--- config.mk ---
export PLATFORM = sky130hd
export DESIGN_NAME = ssvt_cell
export DESIGN_NICKNAME = d
export VERILOG_FILES = /design/src/hw/rtl/ssvt_pkg.sv /design/src/hw/rtl/ssvt_cell.sv
export SDC_FILE = /design/constraint.sdc
export NUM_CORES = 1
export LEC_CHECK = 0
export ABC_AREA = 1
export BUFFER_PORTS_ARGS = -buffer_cell sky130_fd_sc_hd__buf_2
export CAP_MARGIN = 20
export CORE_MARGIN = 2
export CORE_UTILIZATION = 45
export CTS_BUF_LIST = sky130_fd_sc_hd__clkbuf_2
export DETAILED_ROUTE_END_ITERATION = 10
export GPL_TIMING_DRIVEN = 0
export HOLD_SLACK_MARGIN = 0.03
export PLACE_DENSITY_LB_ADDON = 0.1
export RECOVER_POWER = 25
export SETUP_SLACK_MARGIN = 0.4
export SLEW_MARGIN = 20
export SYNTH_ARGS = -nofsm -noshare
export SYNTH_HDL_FRONTEND = slang
export SYNTH_SLANG_ARGS = --single-unit
--- constraint.sdc ---
create_clock -name clk -period 2.3 [get_ports clk]
set_clock_uncertainty 0.15 [all_clocks]
set_input_delay 0 -clock clk [delete_from_list [all_inputs] [get_ports clk]]
set_output_delay 0 -clock clk [all_outputs]
set_load 0.03 [all_outputs]
--- src/hw/rtl/ssvt_pkg.sv ---
// ssvt_pkg: shared types and constants for the sorted sparse vector table
// depends on nothing; imported by ssvt_cell, sorted_sparse_vector_table and the bench

package ssvt_pkg;

	localparam int CAPACITY = 64;
	localparam int CNT_W    = $clog2(CAPACITY + 1);
	localparam int POS_W    = 16;
	localparam int VAL_W    = 8;
	localparam int FUNC_W   = 2;
	localparam int ENTRY_W  = 7;

	localparam logic [FUNC_W-1:0] OP_GET    = 2'd0;
	localparam logic [FUNC_W-1:0] OP_SET    = 2'd1;
	localparam logic [FUNC_W-1:0] OP_REMOVE = 2'd2;

	localparam logic [0:0] STATUS_OK   = 1'b0;
	localparam logic [0:0] STATUS_FULL = 1'b1;

	// command broadcast from the controller to every cell
	typedef struct packed {
		logic             cmp_en; // latch compare flags against pos
		logic [POS_W-1:0] pos;    // compare key, or index for an insert
		logic [VAL_W-1:0] val;    // byte for an insert or an overwrite
		logic             ins;    // open a gap at the insert point
		logic             rem;    // close the gap above the hit
		logic             wr;     // overwrite the hit entry
	} cell_cmd_t;

	typedef enum logic [1:0] {
		ST_IDLE  = 2'b01,
		ST_APPLY = 2'b10
	} state_t;

endpackage

--- src/hw/rtl/ssvt_cell.sv ---
// ssvt_cell: one slot of the sorted table with its compare flags and shift mux
// depends on ssvt_pkg

module ssvt_cell (
	input  logic                      clk,
	input  ssvt_pkg::cell_cmd_t       cmd,
	input  logic                      occ,
	input  logic                      lt_prev,
	input  logic [ssvt_pkg::POS_W-1:0] prev_idx,
	input  logic [ssvt_pkg::VAL_W-1:0] prev_val,
	input  logic [ssvt_pkg::POS_W-1:0] next_idx,
	input  logic [ssvt_pkg::VAL_W-1:0] next_val,
	output logic [ssvt_pkg::POS_W-1:0] idx,
	output logic [ssvt_pkg::VAL_W-1:0] val,
	output logic                      lt,
	output logic                      eq,
	output logic [ssvt_pkg::VAL_W-1:0] hit_val
);
	import ssvt_pkg::*;

	logic [POS_W-1:0] idx_q;
	logic [VAL_W-1:0] val_q;
	logic             lt_q;
	logic             eq_q;

	// flags are only read in the cycle after a compare
	always_ff @(posedge clk) begin
		if (cmd.cmp_en) begin
			lt_q <= occ && (idx_q < cmd.pos);
			eq_q <= occ && (idx_q == cmd.pos);
		end
	end

	// on an insert or a remove, cells below the key hold and the rest shift; a write changes only the hit cell
	always_ff @(posedge clk) begin
		if (cmd.ins && !lt_q) begin
			if (lt_prev) begin
				idx_q <= cmd.pos;
				val_q <= cmd.val;
			end else begin
				idx_q <= prev_idx;
				val_q <= prev_val;
			end
		end else if (cmd.rem && !lt_q) begin
			idx_q <= next_idx;
			val_q <= next_val;
		end else if (cmd.wr && eq_q) begin
			val_q <= cmd.val;
		end
	end

	assign idx     = idx_q;
	assign val     = val_q;
	assign lt      = lt_q;
	assign eq      = eq_q;
	assign hit_val = eq_q ? val_q : '0;

endmodule

Yosys cells after proc, flatten, opt, wreduce, memory -nomap -nowiden
Cells that the tools add are included.
Storage, ports and cells
  bits in registers: 26
  output and inout bits: 34
Operators by class
  order comparisons: 1
  eq/ne operators: 1
  multiplexer cells: 8
  reductions and logical operators: 8
Operator list (number)
  $mux W16: 3
  $mux W8: 5
  $eq A16 B16 Y1: 1
  $lt A16 B16 Y1: 1
  $logic_and A1 B1 Y1: 5
  $reduce_bool A3 Y1: 1
  $reduce_bool A2 Y1: 1
  $logic_not A1 Y1: 1

Depth between registers and ports, before layout
Gate-level depths: netlist (run 1).
  depth in word-level cells: 4
  mapped depth: 10

Least setup slack after synthesis (run 1)
No wires, ideal clock.
  path type: flip-flop to flip-flop
  start point: reg lt_q (netlist: lt)
  end point: reg idx_q[0] (netlist: idx[0]) (enable)
  library setup time: 372 ps
  arrival time: 1323 ps
  data required time: 1778 ps
  slack: 455 ps
  cell stages (with the launch flop): 5
  buffers on the path: 1
  clock period less this slack: 1845 ps
  cell sequence: edfxtp_1 inv_4 nand2_4 buf_4 nand2_1
Between the ends
  cells in the longest elaborated chain, start to end: 3
Ends and longest elaborated chain
  from (decl): line ssvt_cell.sv:23  | logic lt_q;
  from (signal assigned): line ssvt_cell.sv:29  | lt_q <= occ && (idx_q < cmd.pos);
  $logic_not A1 Y1 (*): line ssvt_cell.sv:36, ssvt_cell.sv:44
  $logic_and A1 B1 Y1, on equally long branches: line ssvt_cell.sv:36, ssvt_cell.sv:44
  $reduce_bool A2 Y1 (no line) (*)
  to (signal assigned): line ssvt_cell.sv:38  | idx_q <= cmd.pos;
  to (signal assigned): line ssvt_cell.sv:41  | idx_q <= prev_idx;
  to (signal assigned): line ssvt_cell.sv:45  | idx_q <= next_idx;
  to (decl): line ssvt_cell.sv:21  | logic [POS_W-1:0] idx_q;
Every way passes the cells marked *; elsewhere a longest branch is shown, timed or not.
A chain may end at the register's enable or synchronous reset.

Worst setup path after layout (run 1)
  start point: reg lt_q (netlist: lt)
  end point: reg val_q[2] (netlist: val[2]) (data pin)
Between the ends
  cells in the longest elaborated chain, start to end: 4
Ends and longest elaborated chain
  $logic_not A1 Y1 (*): line ssvt_cell.sv:36, ssvt_cell.sv:44
  $logic_and A1 B1 Y1: line ssvt_cell.sv:44  | end else if (cmd.rem && !lt_q) begin
  $mux W8: line ssvt_cell.sv:44
  $mux W8 (*): line ssvt_cell.sv:36  | if (cmd.ins && !lt_q) begin
  to (signal assigned): line ssvt_cell.sv:39  | val_q <= cmd.val;
  to (signal assigned): line ssvt_cell.sv:46  | val_q <= next_val;
  to (signal assigned): line ssvt_cell.sv:48  | val_q <= cmd.val;
  to (decl): line ssvt_cell.sv:22  | logic [VAL_W-1:0] val_q;
Marked as above.

==> metrics, run 1 <==
global-route wire length before repair roughly 11000 um; setup slack at placement 0.340 ns; syn_nets between 300 and 400; total count of hold-check failures in the final report 0; area fraction in compound gates after synthesis slightly above 20%; power density relative to cell area ~440 nW/um^2; area added between synthesis and finish 82.5%; total power of the final layout roughly 1.5 mW; Chip Width about 68 um; worst min-delay path class primary input to register; number of port buffers 111; starting density of the core between 40% and 50%; CTS clock-pin slew for the worst setup and hold paths between 0.2 and 0.3 ns; adder and majority cell fraction of the synthesized area a little over a tenth; mean routed wirelength per cell 16.3 um; first-pass iteration count of the detailed router 4; crit start category register; Clock Sink Count 26; dominant combinational cell family by area after synthesis compound AO/OA/AOI/OAI gates; cell with the most instances after synthesis sky130_fd_sc_hd__a21oi_1; die outline height 68.3 um; distinct cell type count of the synthesized netlist 23; flip-flop and latch count after synthesis 26; basic-gate share of the synthesized area counting and, or, nand and nor cells 17.2%; Clock Root Buffer sky130_fd_sc_hd__clkbuf_2; standard-cell row count 23; post-detailed-route via-to-cell ratio approximately 5.2; # placed instances 396; capturing element type of the critical path register; GRT Resource Usage Total approximately a third; cts bufs inserted 3; multiplexer share of the synthesized area 0%; static leakage power ~1.7 nW; number of warning messages in the yosys log 0; final std cell area, no fill 3400 um^2; area of the mapped netlist between 1500 and 2000 um^2; fmax around 0.53 GHz; number of maximum-capacitance constraint violations 0; die area approximately 4700 um^2; async set or reset register ratio after synthesis 0%; required time reported for the critical path endpoint 2.31 ns; top area cells in the synthesized netlist sky130_fd_sc_hd__edfxtp_1, sky130_fd_sc_hd__a21oi_1, sky130_fd_sc_hd__ha_1; detailed router's first-iteration violation count roughly 160; total wirelength of the detailed-routed design ~8000 um; fraction of layout cells with a size suffix above 1 ~25%; Tmin final ~1.9 ns; worst IR drop on VDD approximately 0.26 mV; routed via count ~2.6k; initial antenna violation count 0; area share of the leading cell type in the synthesized netlist between 40% and 50%; library cell with the largest summed area after synthesis sky130_fd_sc_hd__edfxtp_1; number of buffers and inverters on the critical path 3; result of the run complete, no violations; number of buffers on the longest clock path 2; portion of the post-synthesis area used by sequential elements about two fifths; critical path, cell by cell buf_4 -> clkinv_2 -> a21oi_1 -> dlygate4sd3_1 -> o22ai_1; headroom to the max-slew limit approximately 70%; Least-Margin Pin Slew ~0.45 ns; Post-DP HPWL 4000 um; antenna diode count 0; Final Worst Setup Slack around 0.41 ns; unrepaired setup endpoints after global routing yes; number of nets with antenna violations after routing 0; part of the cycle the worst path needs 82.1%; core region area between 4000 and 5000 um^2; kind of critical path register to register; Final Wtd Congestion ~0.85; setup_tns 0 ns; commonest cells in the netlist sky130_fd_sc_hd__a21oi_1, sky130_fd_sc_hd__nand2_1, sky130_fd_sc_hd__nor2_1; # nets final around 540; total placed instance area around 2500 um^2; xor and xnor fraction of the mapped netlist area 0%; non-filler cells, final between 400 and 500; top-level I/O count around 110; cell count after synthesis between 200 and 250; Crit Path Max Fanout 5; clock latency on the worst-skew pair 0.36 ns; Finish-stage setup viols 0; CP top delay family buffers and inverters; TritonCTS clock tree yes; worst hold-check slack between 0.09 and 0.1 ns; Avg Synthesized Cell Area about 7.9 um^2; Final Core Density between 80% and 90%; Slew Viols, Final 0; signal arrival time at the worst endpoint between 1.5 and 2 ns; # DRC 0; pin count of the biggest net entering global routing 17; stage delay of the slowest cell on the critical path approximately 0.57 ns; sum of overflow across all layers after global routing 0; H-tree depth 1; standard cell with the maximum stage delay on the critical path sky130_fd_sc_hd__dlygate4sd3_1; Primary FF master, synth sky130_fd_sc_hd__edfxtp_1; via count of the first global-routing pass about 2.5k; count of flip-flops with a built-in enable after synthesis 26
[metal layers]
| layer | part of all wire [%] | routed length, um | up-vias | global-route usage (%) |
|---|---|---|---|---|
| li1 | - | - | 1211 | - |
| met1 | 37 | 2950 | 1176 | 37.3 |
| met2 | 53 | 4220 | 164 | 62.9 |
| met3 | 8.2 | 652 | 20 | 4.61 |
| met4 | 2.3 | 184 | 0 | 11.8 |
| met5 | 0 | 0 | - | 0 |
[power breakdown]
part	internal, mW	switching [mW]	total (mW)
clock	0.0354	0.142	0.177
combinational	0.285	0.390	0.675
sequential	0.595	0.0325	0.628
[layout by cell type, fill, tap and decap left out, types with 4 or more instances in the layout]
cell,count
sky130_fd_sc_hd__buf_2,96
sky130_fd_sc_hd__a21oi_1,45
sky130_fd_sc_hd__clkbuf_1,21
sky130_fd_sc_hd__ha_1,16
sky130_fd_sc_hd__o22ai_1,8
sky130_fd_sc_hd__edfxtp_1,26
sky130_fd_sc_hd__o21ai_0,13
sky130_fd_sc_hd__inv_1,28
sky130_fd_sc_hd__dlygate4sd3_1,89
sky130_fd_sc_hd__buf_4,4
sky130_fd_sc_hd__nor2_1,31
sky130_fd_sc_hd__nand2_1,41
sky130_fd_sc_hd__o21ai_1,4
[path summary, 6_finish.rpt]
kind	startpoint	depth (start not counted)	to	slack [ns]
worst max-delay path	lt	5	val[2]	0.41
worst min-delay path	cmd[2]	5	val[2]	0.1
worst max register to register	lt	5	val[2]	0.41
worst min register to register	idx[14]	6	lt	0.80
[registers in the layout, summed over array words and instances, names as in the netlist]
| signal | cells |
|---|---|
| idx | 16 |
| eq | 1 |
| val | 8 |
| lt | 1 |
[final cells by class]
type,count,area (um^2)
clock buffers,3,15.0
multi-input cells,169,918
well taps,50,62.6
repair buffers,201,1430
repair inverters,1,5.00
plain buffers,10,62.6
flip-flops and latches,26,781
fillers,250,601
inverters,31,126
[repair_timing]
action,4_1_cts,5_1_grt
cloned,0,2
buffers inserted,0,1
resized for setup,1,2
setup endpoints to repair,16,5
hold endpoints to repair,27,0
pin swaps,0,1
hold buffers,90,0
[tightest hold or removal path: stages]
cell and delay (ns):
sky130_fd_sc_hd__buf_2 0.15, sky130_fd_sc_hd__nand2_8 0.10, sky130_fd_sc_hd__clkinv_4 0.07, sky130_fd_sc_hd__o21ai_0 0.08
sky130_fd_sc_hd__o22ai_1 0.08
[cell families after synthesis]
| family | after synthesis |
|---|---|
| AOI/OAI and AO/OA | 72 |
| and+or+nand+nor | 80 |
| buffers and inverters | 41 |
| adders and majority gates | 16 |
| DFF | 26 |
Note: power is estimated with default switching activity, not from simulation.
==> inputs of run 2 (changes only) <==
==> constraint.sdc (replaced) <==
create_clock -name clk -period 2 [get_ports clk]
set_clock_uncertainty 0.15 [all_clocks]
set_input_delay 0 -clock clk [delete_from_list [all_inputs] [get_ports clk]]
set_output_delay 0 -clock clk [all_outputs]
set_load 0.03 [all_outputs]
==> run 2 against run 1 <==
Sequential power increased by 15%. Hold slack improved by 0.15 ns. Highest routed layer unchanged. Largest cell class unchanged. Critical endpoint is now eq. Non-clock buffer count decreased by 7. Critical path type unchanged. Core utilization decreased by 0.66 points.
==> metrics, run 2 (same netlist as run 1, synthesis figures left out) <==
result of the run complete, no violations; routed via count 2506; worst IR drop on VDD between 0.3 and 0.4 mV; non-filler cells, final around 480; crit start category register; fmax 0.622 GHz; Clock Root Buffer sky130_fd_sc_hd__clkbuf_2; via count of the first global-routing pass roughly 2.4k; global-route wire length before repair between 10000 and 15000 um; standard-cell row count 23; unrepaired setup endpoints after global routing yes; detailed router's first-iteration violation count around 170; total placed instance area roughly 2500 um^2; starting density of the core a little under half; # DRC 0; standard cell with the maximum stage delay on the critical path sky130_fd_sc_hd__edfxtp_1; CTS clock-pin slew for the worst setup and hold paths 0.27 ns; length in cells of the worst reg-to-reg path 4; # placed instances 396; stage delay of the slowest cell on the critical path 0.50 ns; # nets final ~530; number of maximum-capacitance constraint violations 0; headroom to the max-slew limit between 70% and 80%; most common cell after layout, fill and taps aside sky130_fd_sc_hd__buf_2; number of cells on the worst hold path 2; Least-Margin Pin Slew ~0.4 ns; most frequent cells in the layout sky130_fd_sc_hd__buf_2, sky130_fd_sc_hd__dlygate4sd3_1, sky130_fd_sc_hd__a21oi_1, sky130_fd_sc_hd__nand2_1, sky130_fd_sc_hd__nor2_1; Clock Sink Count 26; worst min-delay path class primary input to register; max reg flops 16; die outline height between 60 and 70 um; Post-DP HPWL roughly 4000 um; filler cell count ~250; part of the cycle the worst path needs around four fifths; number of port buffers ~110; mean routed wirelength per cell 15.2 um; final std cell area, no fill 3370 um^2; kind of critical path register to register; first-pass iteration count of the detailed router 5; antenna diode count 0; initial antenna violation count 0; sum of overflow across all layers after global routing 0; static leakage power around 1.7 nW; TritonCTS clock tree yes; critical path, cell by cell ha_4 -> nand4_1 -> nor3_4 -> and3_4; area added between synthesis and finish 81.1%; power density relative to cell area 507 nW/um^2; core region area about 4000 um^2; total wirelength of the detailed-routed design about 7400 um; fraction of layout cells with a size suffix above 1 roughly 28%; H-tree depth 1; Crit Path Max Fanout 3; setup_tns 0 ns; post-detailed-route via-to-cell ratio just over 5; cts bufs inserted 3; capturing element type of the critical path register; Finish-stage setup viols 0; clock latency on the worst-skew pair ~0.38 ns; number of buffers on the longest clock path 2; Tmin final around 1.6 ns; pin count of the biggest net entering global routing 17; Slew Viols, Final 0; required time reported for the critical path endpoint 2.13 ns; die area about 4700 um^2; Chip Width between 60 and 70 um; Final Core Density 84.3%; top-level I/O count between 100 and 150; number of nets with antenna violations after routing 0; Final Wtd Congestion 0.822; total count of hold-check failures in the final report 0; signal arrival time at the worst endpoint 1.74 ns; GRT Resource Usage Total 31.5%
==> run 2: cell count changes in the layout (fill, tap and decap cells not counted), moves of 2 or more <==
cell,change
sky130_fd_sc_hd__o21ai_1,+3
sky130_fd_sc_hd__nand2_1,-2
sky130_fd_sc_hd__ha_1,-2
sky130_fd_sc_hd__ha_4,+2
sky130_fd_sc_hd__buf_4,+4
sky130_fd_sc_hd__dlygate4sd3_1,-11
sky130_fd_sc_hd__o21ai_0,-3
==> run 2: per-stage QoR <==
step                hold slack [ns]  worst slack (ns)  power, mW
CTS                          0.0885             0.270       1.65
detailed placement           0.0746             0.289       1.32
global route                  0.256             0.312       1.79
global placement             0.0742             0.304       1.31
floorplan                   -0.0375             0.333       1.11
finish                        0.249             0.391       1.71
==> run 2: layout make-up <==
class | count | area (um^2) | area share [%]
inverters | 31 | 124 | 3.67
clock inverters | 1 | 3.75 | 0.111
well taps | 50 | 62.6 | 1.85
clock buffers | 3 | 15.0 | 0.445
plain buffers | 10 | 63.8 | 1.89
flip-flops and latches | 26 | 781 | 23.1
repair buffers | 194 | 1350 | 40.0
multi-input cells | 168 | 975 | 28.9
==> run 2: report_power, final <==
part           switching (mW)  leakage (nW)  total, mW  internal, mW
clock network           0.178        0.0140      0.222        0.0434
registers              0.0360         0.255      0.720         0.684
logic                   0.446          1.39      0.768         0.322
total                   0.660          1.66       1.71          1.05
==> run 2: layer usage <==
layer	GRT usage, %	vias to the layer above	part of all wire (%)
met3	4.44	24	6.9
met5	0	-	0
met4	15.0	0	3.0
li1	-	1199	-
met2	58.6	135	52
met1	34.8	1148	38
==> run 2: timing repair <==
item | 4_1_cts | 5_1_grt
setup buffers | 1 | 4
hold endpoints to repair | 28 | 8
pin swaps | 0 | 1
gates resized for setup | 3 | 11
setup endpoints to repair | 28 | 34
hold buffers | 77 | 1
==> run 2: worst max-delay path, delay by kind of cell (launching register included) <==
family,cells,cell delay [ns]
adders and majority gates,1,0.30
DFF,1,0.50
and+or+nand+nor,3,0.55
==> run 2: path summary, 6_finish.rpt <==
check           from  endpoint  slack (ns)
max          idx[11]        eq        0.39
min          cmd[27]        eq        0.25
max reg2reg  idx[11]        eq        0.39
min reg2reg       lt    val[3]        0.70
==> inputs of run 3 (changes only) <==
==> constraint.sdc (replaced) <==
create_clock -name clk -period 1.6 [get_ports clk]
set_clock_uncertainty 0.15 [all_clocks]
set_input_delay 0 -clock clk [delete_from_list [all_inputs] [get_ports clk]]
set_output_delay 0 -clock clk [all_outputs]
set_load 0.03 [all_outputs]
==> run 3 against run 2 <==
The run now fails in 5_1_grt. Synthesized area unchanged. Synthesized cell count unchanged.
==> metrics, run 3 <==
top area cells in the synthesized netlist sky130_fd_sc_hd__edfxtp_1, sky130_fd_sc_hd__a21oi_1, sky130_fd_sc_hd__ha_1; cts bufs inserted 3; result of the run stopped before the end; H-tree depth 1; pin count of the biggest net entering global routing 15; endpoint with the least setup slack after the last repair eq$_DFFE_PP_/D; async set or reset register ratio after synthesis 0%; starting density of the core 46.6%; distinct cell type count of the synthesized netlist 23; Clock Sink Count 26; total placed instance area between 2000 and 3000 um^2; Worst endpoint type register data pin; area share of the leading cell type in the synthesized netlist a little over two fifths; number of buffers on the longest clock path 2; Chip Width between 60 and 70 um; portion of the post-synthesis area used by sequential elements between 40% and 50%; number of port buffers between 100 and 150; area of the mapped netlist ~1900 um^2; Primary FF master, synth sky130_fd_sc_hd__edfxtp_1; number of warning messages in the yosys log 0; top-level I/O count between 100 and 150; standard-cell row count 23; library cell with the largest summed area after synthesis sky130_fd_sc_hd__edfxtp_1; count of flip-flops with a built-in enable after synthesis 26; halt point of the flow 5_1_grt; Avg Synthesized Cell Area about 7.9 um^2; Clock Root Buffer sky130_fd_sc_hd__clkbuf_2; syn_nets 330; flip-flop and latch count after synthesis 26; cell count after synthesis between 200 and 250; commonest cells in the netlist sky130_fd_sc_hd__a21oi_1, sky130_fd_sc_hd__nand2_1, sky130_fd_sc_hd__nor2_1; Final Wtd Congestion about 0.76; Post-DP HPWL roughly 4100 um; cell with the most instances after synthesis sky130_fd_sc_hd__a21oi_1; first error message [ERROR DPL-0038] Utilization greater than 100%, impossible to legalize; die outline height 68.3 um
run 3: stage by stage:
step | hold WS (ns) | util [%] | instances | setup TNS, ns | setup slack, ns
after floorplan | -0.0375 | - | 235 | 0 | 0.00220
after CTS | 0.0491 | 94.9 | 491 | 0 | 0.0422
after global placement | 0.0766 | 65.1 | 396 | -0.0000248 | -0.0000248
after detailed placement | 0.0902 | 65.1 | 396 | 0 | 0.0668
run 3: timing repair:
action                     in CTS
pin swaps                       9
setup endpoints to repair      60
buffers inserted                7
hold buffers                   78
gates cloned                    6
resized for setup              68
hold endpoints to repair       36
run 3: kinds of logic after synthesis:
logic type / count (synthesis) / share of synthesized area, %
compound gates: 72 / 20.1
flops: 26 / 41.9
simple gates: 80 / 17.2
buf+inv: 41 / 10.0
fa+ha+maj: 16 / 10.7
==> inputs of run 4 (changes only) <==
--- a/config.mk
+++ b/config.mk
@@ -9,14 +9,11 @@
 export BUFFER_PORTS_ARGS = -buffer_cell sky130_fd_sc_hd__buf_2
 export CAP_MARGIN = 20
 export CORE_MARGIN = 2
-export CORE_UTILIZATION = 45
-export CTS_BUF_LIST = sky130_fd_sc_hd__clkbuf_2
+export CORE_UTILIZATION = 40
 export DETAILED_ROUTE_END_ITERATION = 10
 export GPL_TIMING_DRIVEN = 0
-export HOLD_SLACK_MARGIN = 0.03
-export PLACE_DENSITY_LB_ADDON = 0.1
+export PLACE_DENSITY_LB_ADDON = 0.15
 export RECOVER_POWER = 25
-export SETUP_SLACK_MARGIN = 0.4
 export SLEW_MARGIN = 20
 export SYNTH_ARGS = -nofsm -noshare
 export SYNTH_HDL_FRONTEND = slang
==> run 4 against run 3 <==
The flow now finishes without violations.
==> metrics, run 4 (same netlist as run 1, synthesis figures left out) <==
result of the run complete, no violations; top-level I/O count 113; antenna diode count 0; Clock Root Buffer sky130_fd_sc_hd__clkbuf_8; Slew Viols, Final 0; # nets final 520; stage delay of the slowest cell on the critical path ~0.44 ns; number of nets with antenna violations after routing 0; capturing element type of the critical path register; starting density of the core between 40 and 50%; Top cell by count, worst path sky130_fd_sc_hd__a21oi_1; fraction of layout cells with a size suffix above 1 approximately 29%; Post-DP HPWL just over 4000 um; CTS clock-pin slew for the worst setup and hold paths 0.11 ns; pin count of the biggest net entering global routing 17; worst reg-to-reg setup slack 0.06 ns; number of buffers on the longest clock path 2; first-pass iteration count of the detailed router 5; initial antenna violation count 0; number of maximum-capacitance constraint violations 0; standard cell with the maximum stage delay on the critical path sky130_fd_sc_hd__edfxtp_1; mean routed wirelength per cell 14.4 um; required time reported for the critical path endpoint 1.49 ns; power density relative to cell area ~720 nW/um^2; TritonCTS clock tree yes; fmax 0.650 GHz; Final Wtd Congestion 0.824; Clock Sink Count 26; critical path, cell by cell inv_4 -> nand2_4 -> buf_4 -> a21oi_1 -> a21oi_1; number of port buffers ~110; # DRC 0; Finish-stage setup viols 0; total wirelength of the detailed-routed design 6880 um; max reg flops 16; worst IR drop on VDD between 0.3 and 0.4 mV; most frequent cells in the layout sky130_fd_sc_hd__buf_2, sky130_fd_sc_hd__dlygate4sd3_1, sky130_fd_sc_hd__a21oi_1, sky130_fd_sc_hd__nand2_1, sky130_fd_sc_hd__nor2_1; Least-Margin Pin Slew around 0.39 ns; kind of critical path register to register; global-route wire length before repair 10500 um; Tmin final 1.54 ns; worst hold-check slack between 0.01 and 0.015 ns; static leakage power about 1.6 nW; GRT Resource Usage Total 26.2%; post-detailed-route via-to-cell ratio around 5; number of logic stages on the critical path including buffering 5; total count of hold-check failures in the final report 0; most common cell after layout, fill and taps aside sky130_fd_sc_hd__buf_2; number of buffers and inverters on the critical path 2; Chip Width ~72 um; # placed instances just under 400; routed via count approximately 2.4k; final std cell area, no fill between 3000 and 4000 um^2; area added between synthesis and finish 78.2%; non-filler cells, final ~480; part of the cycle the worst path needs about 96%; length in cells of the worst reg-to-reg path 5; clock latency on the worst-skew pair 0.29 ns; H-tree depth 1; CP top delay family flip-flops; worst min-delay path class primary input to register; standard-cell row count 24; total placed instance area approximately 2500 um^2; crit start category register; signal arrival time at the worst endpoint between 1 and 1.5 ns; number of cells on the worst hold path 3; Crit Path Max Fanout 10; via count of the first global-routing pass roughly 2.3k; sum of overflow across all layers after global routing 0; detailed router's first-iteration violation count 156; headroom to the max-slew limit 74.0%; die outline height between 70 and 80 um; total power of the final layout approximately 2.4 mW; cts bufs inserted 3; die area around 5200 um^2; core region area approximately 4400 um^2
-- run 4: area by class of cell --
| type | instances | area [um^2] |
|---|---|---|
| repair buffers | 185 | 1260 |
| plain buffers | 10 | 62.6 |
| clock inverters | 1 | 30.0 |
| clock buffers | 3 | 41.3 |
| flip-flops and latches | 26 | 781 |
| inverters | 31 | 124 |
| well taps | 52 | 65.1 |
| fillers | 345 | 1090 |
| multi-input cells | 168 | 958 |
-- run 4: report_power, final --
| part | switching [mW] | internal, mW |
|---|---|---|
| combinational | 0.531 | 0.384 |
| clock | 0.249 | 0.336 |
| sequential | 0.0436 | 0.855 |
| total | 0.824 | 1.58 |
-- run 4: timing repair --
item                                   in CTS  in global routing
pin swaps                                   0                  2
endpoints found under the hold margin      26                  0
buffers inserted                            0                  5
cloned                                      0                  0
hold buffers                               69                  0
resized for setup                           4                  4
setup endpoints to repair                  24                 18
-- run 4: metrics by stage --
| stage | TNS, ns | util [%] | worst slack [ns] |
|---|---|---|---|
| finish | 0 | 75.2 | 0.0614 |
| global route | -0.0142 | 75.2 | -0.0142 |
| CTS | 0 | 74.5 | 0.0452 |
| detailed placement | -2.87 | 56.7 | -0.151 |
| global placement | -2.67 | 56.7 | -0.148 |
| floorplan | -1.60 | - | -0.0667 |
-- run 4: per-layer routing --
metal	track usage (%)	routed length [um]	vias up
li1	-	-	1171
met5	0	0	-
met1	28.9	2570	1055
met2	50.8	3620	129
met4	9.43	174	0
met3	3.33	516	17
-- run 4: worst reg2reg max path, stage by stage, from the launching register on --
cell and delay [ns]:
sky130_fd_sc_hd__edfxtp_1 0.44, sky130_fd_sc_hd__inv_4 0.12, sky130_fd_sc_hd__nand2_4 0.11, sky130_fd_sc_hd__buf_4 0.21, sky130_fd_sc_hd__a21oi_1 0.17, sky130_fd_sc_hd__a21oi_1 0.10
-- run 4: final timing paths --
check / from / end
worst max-delay path: lt / idx[12]
worst min-delay path: prev_val[2] / val[2]
worst max register to register: lt / idx[12]
worst min register to register: idx[7] / lt
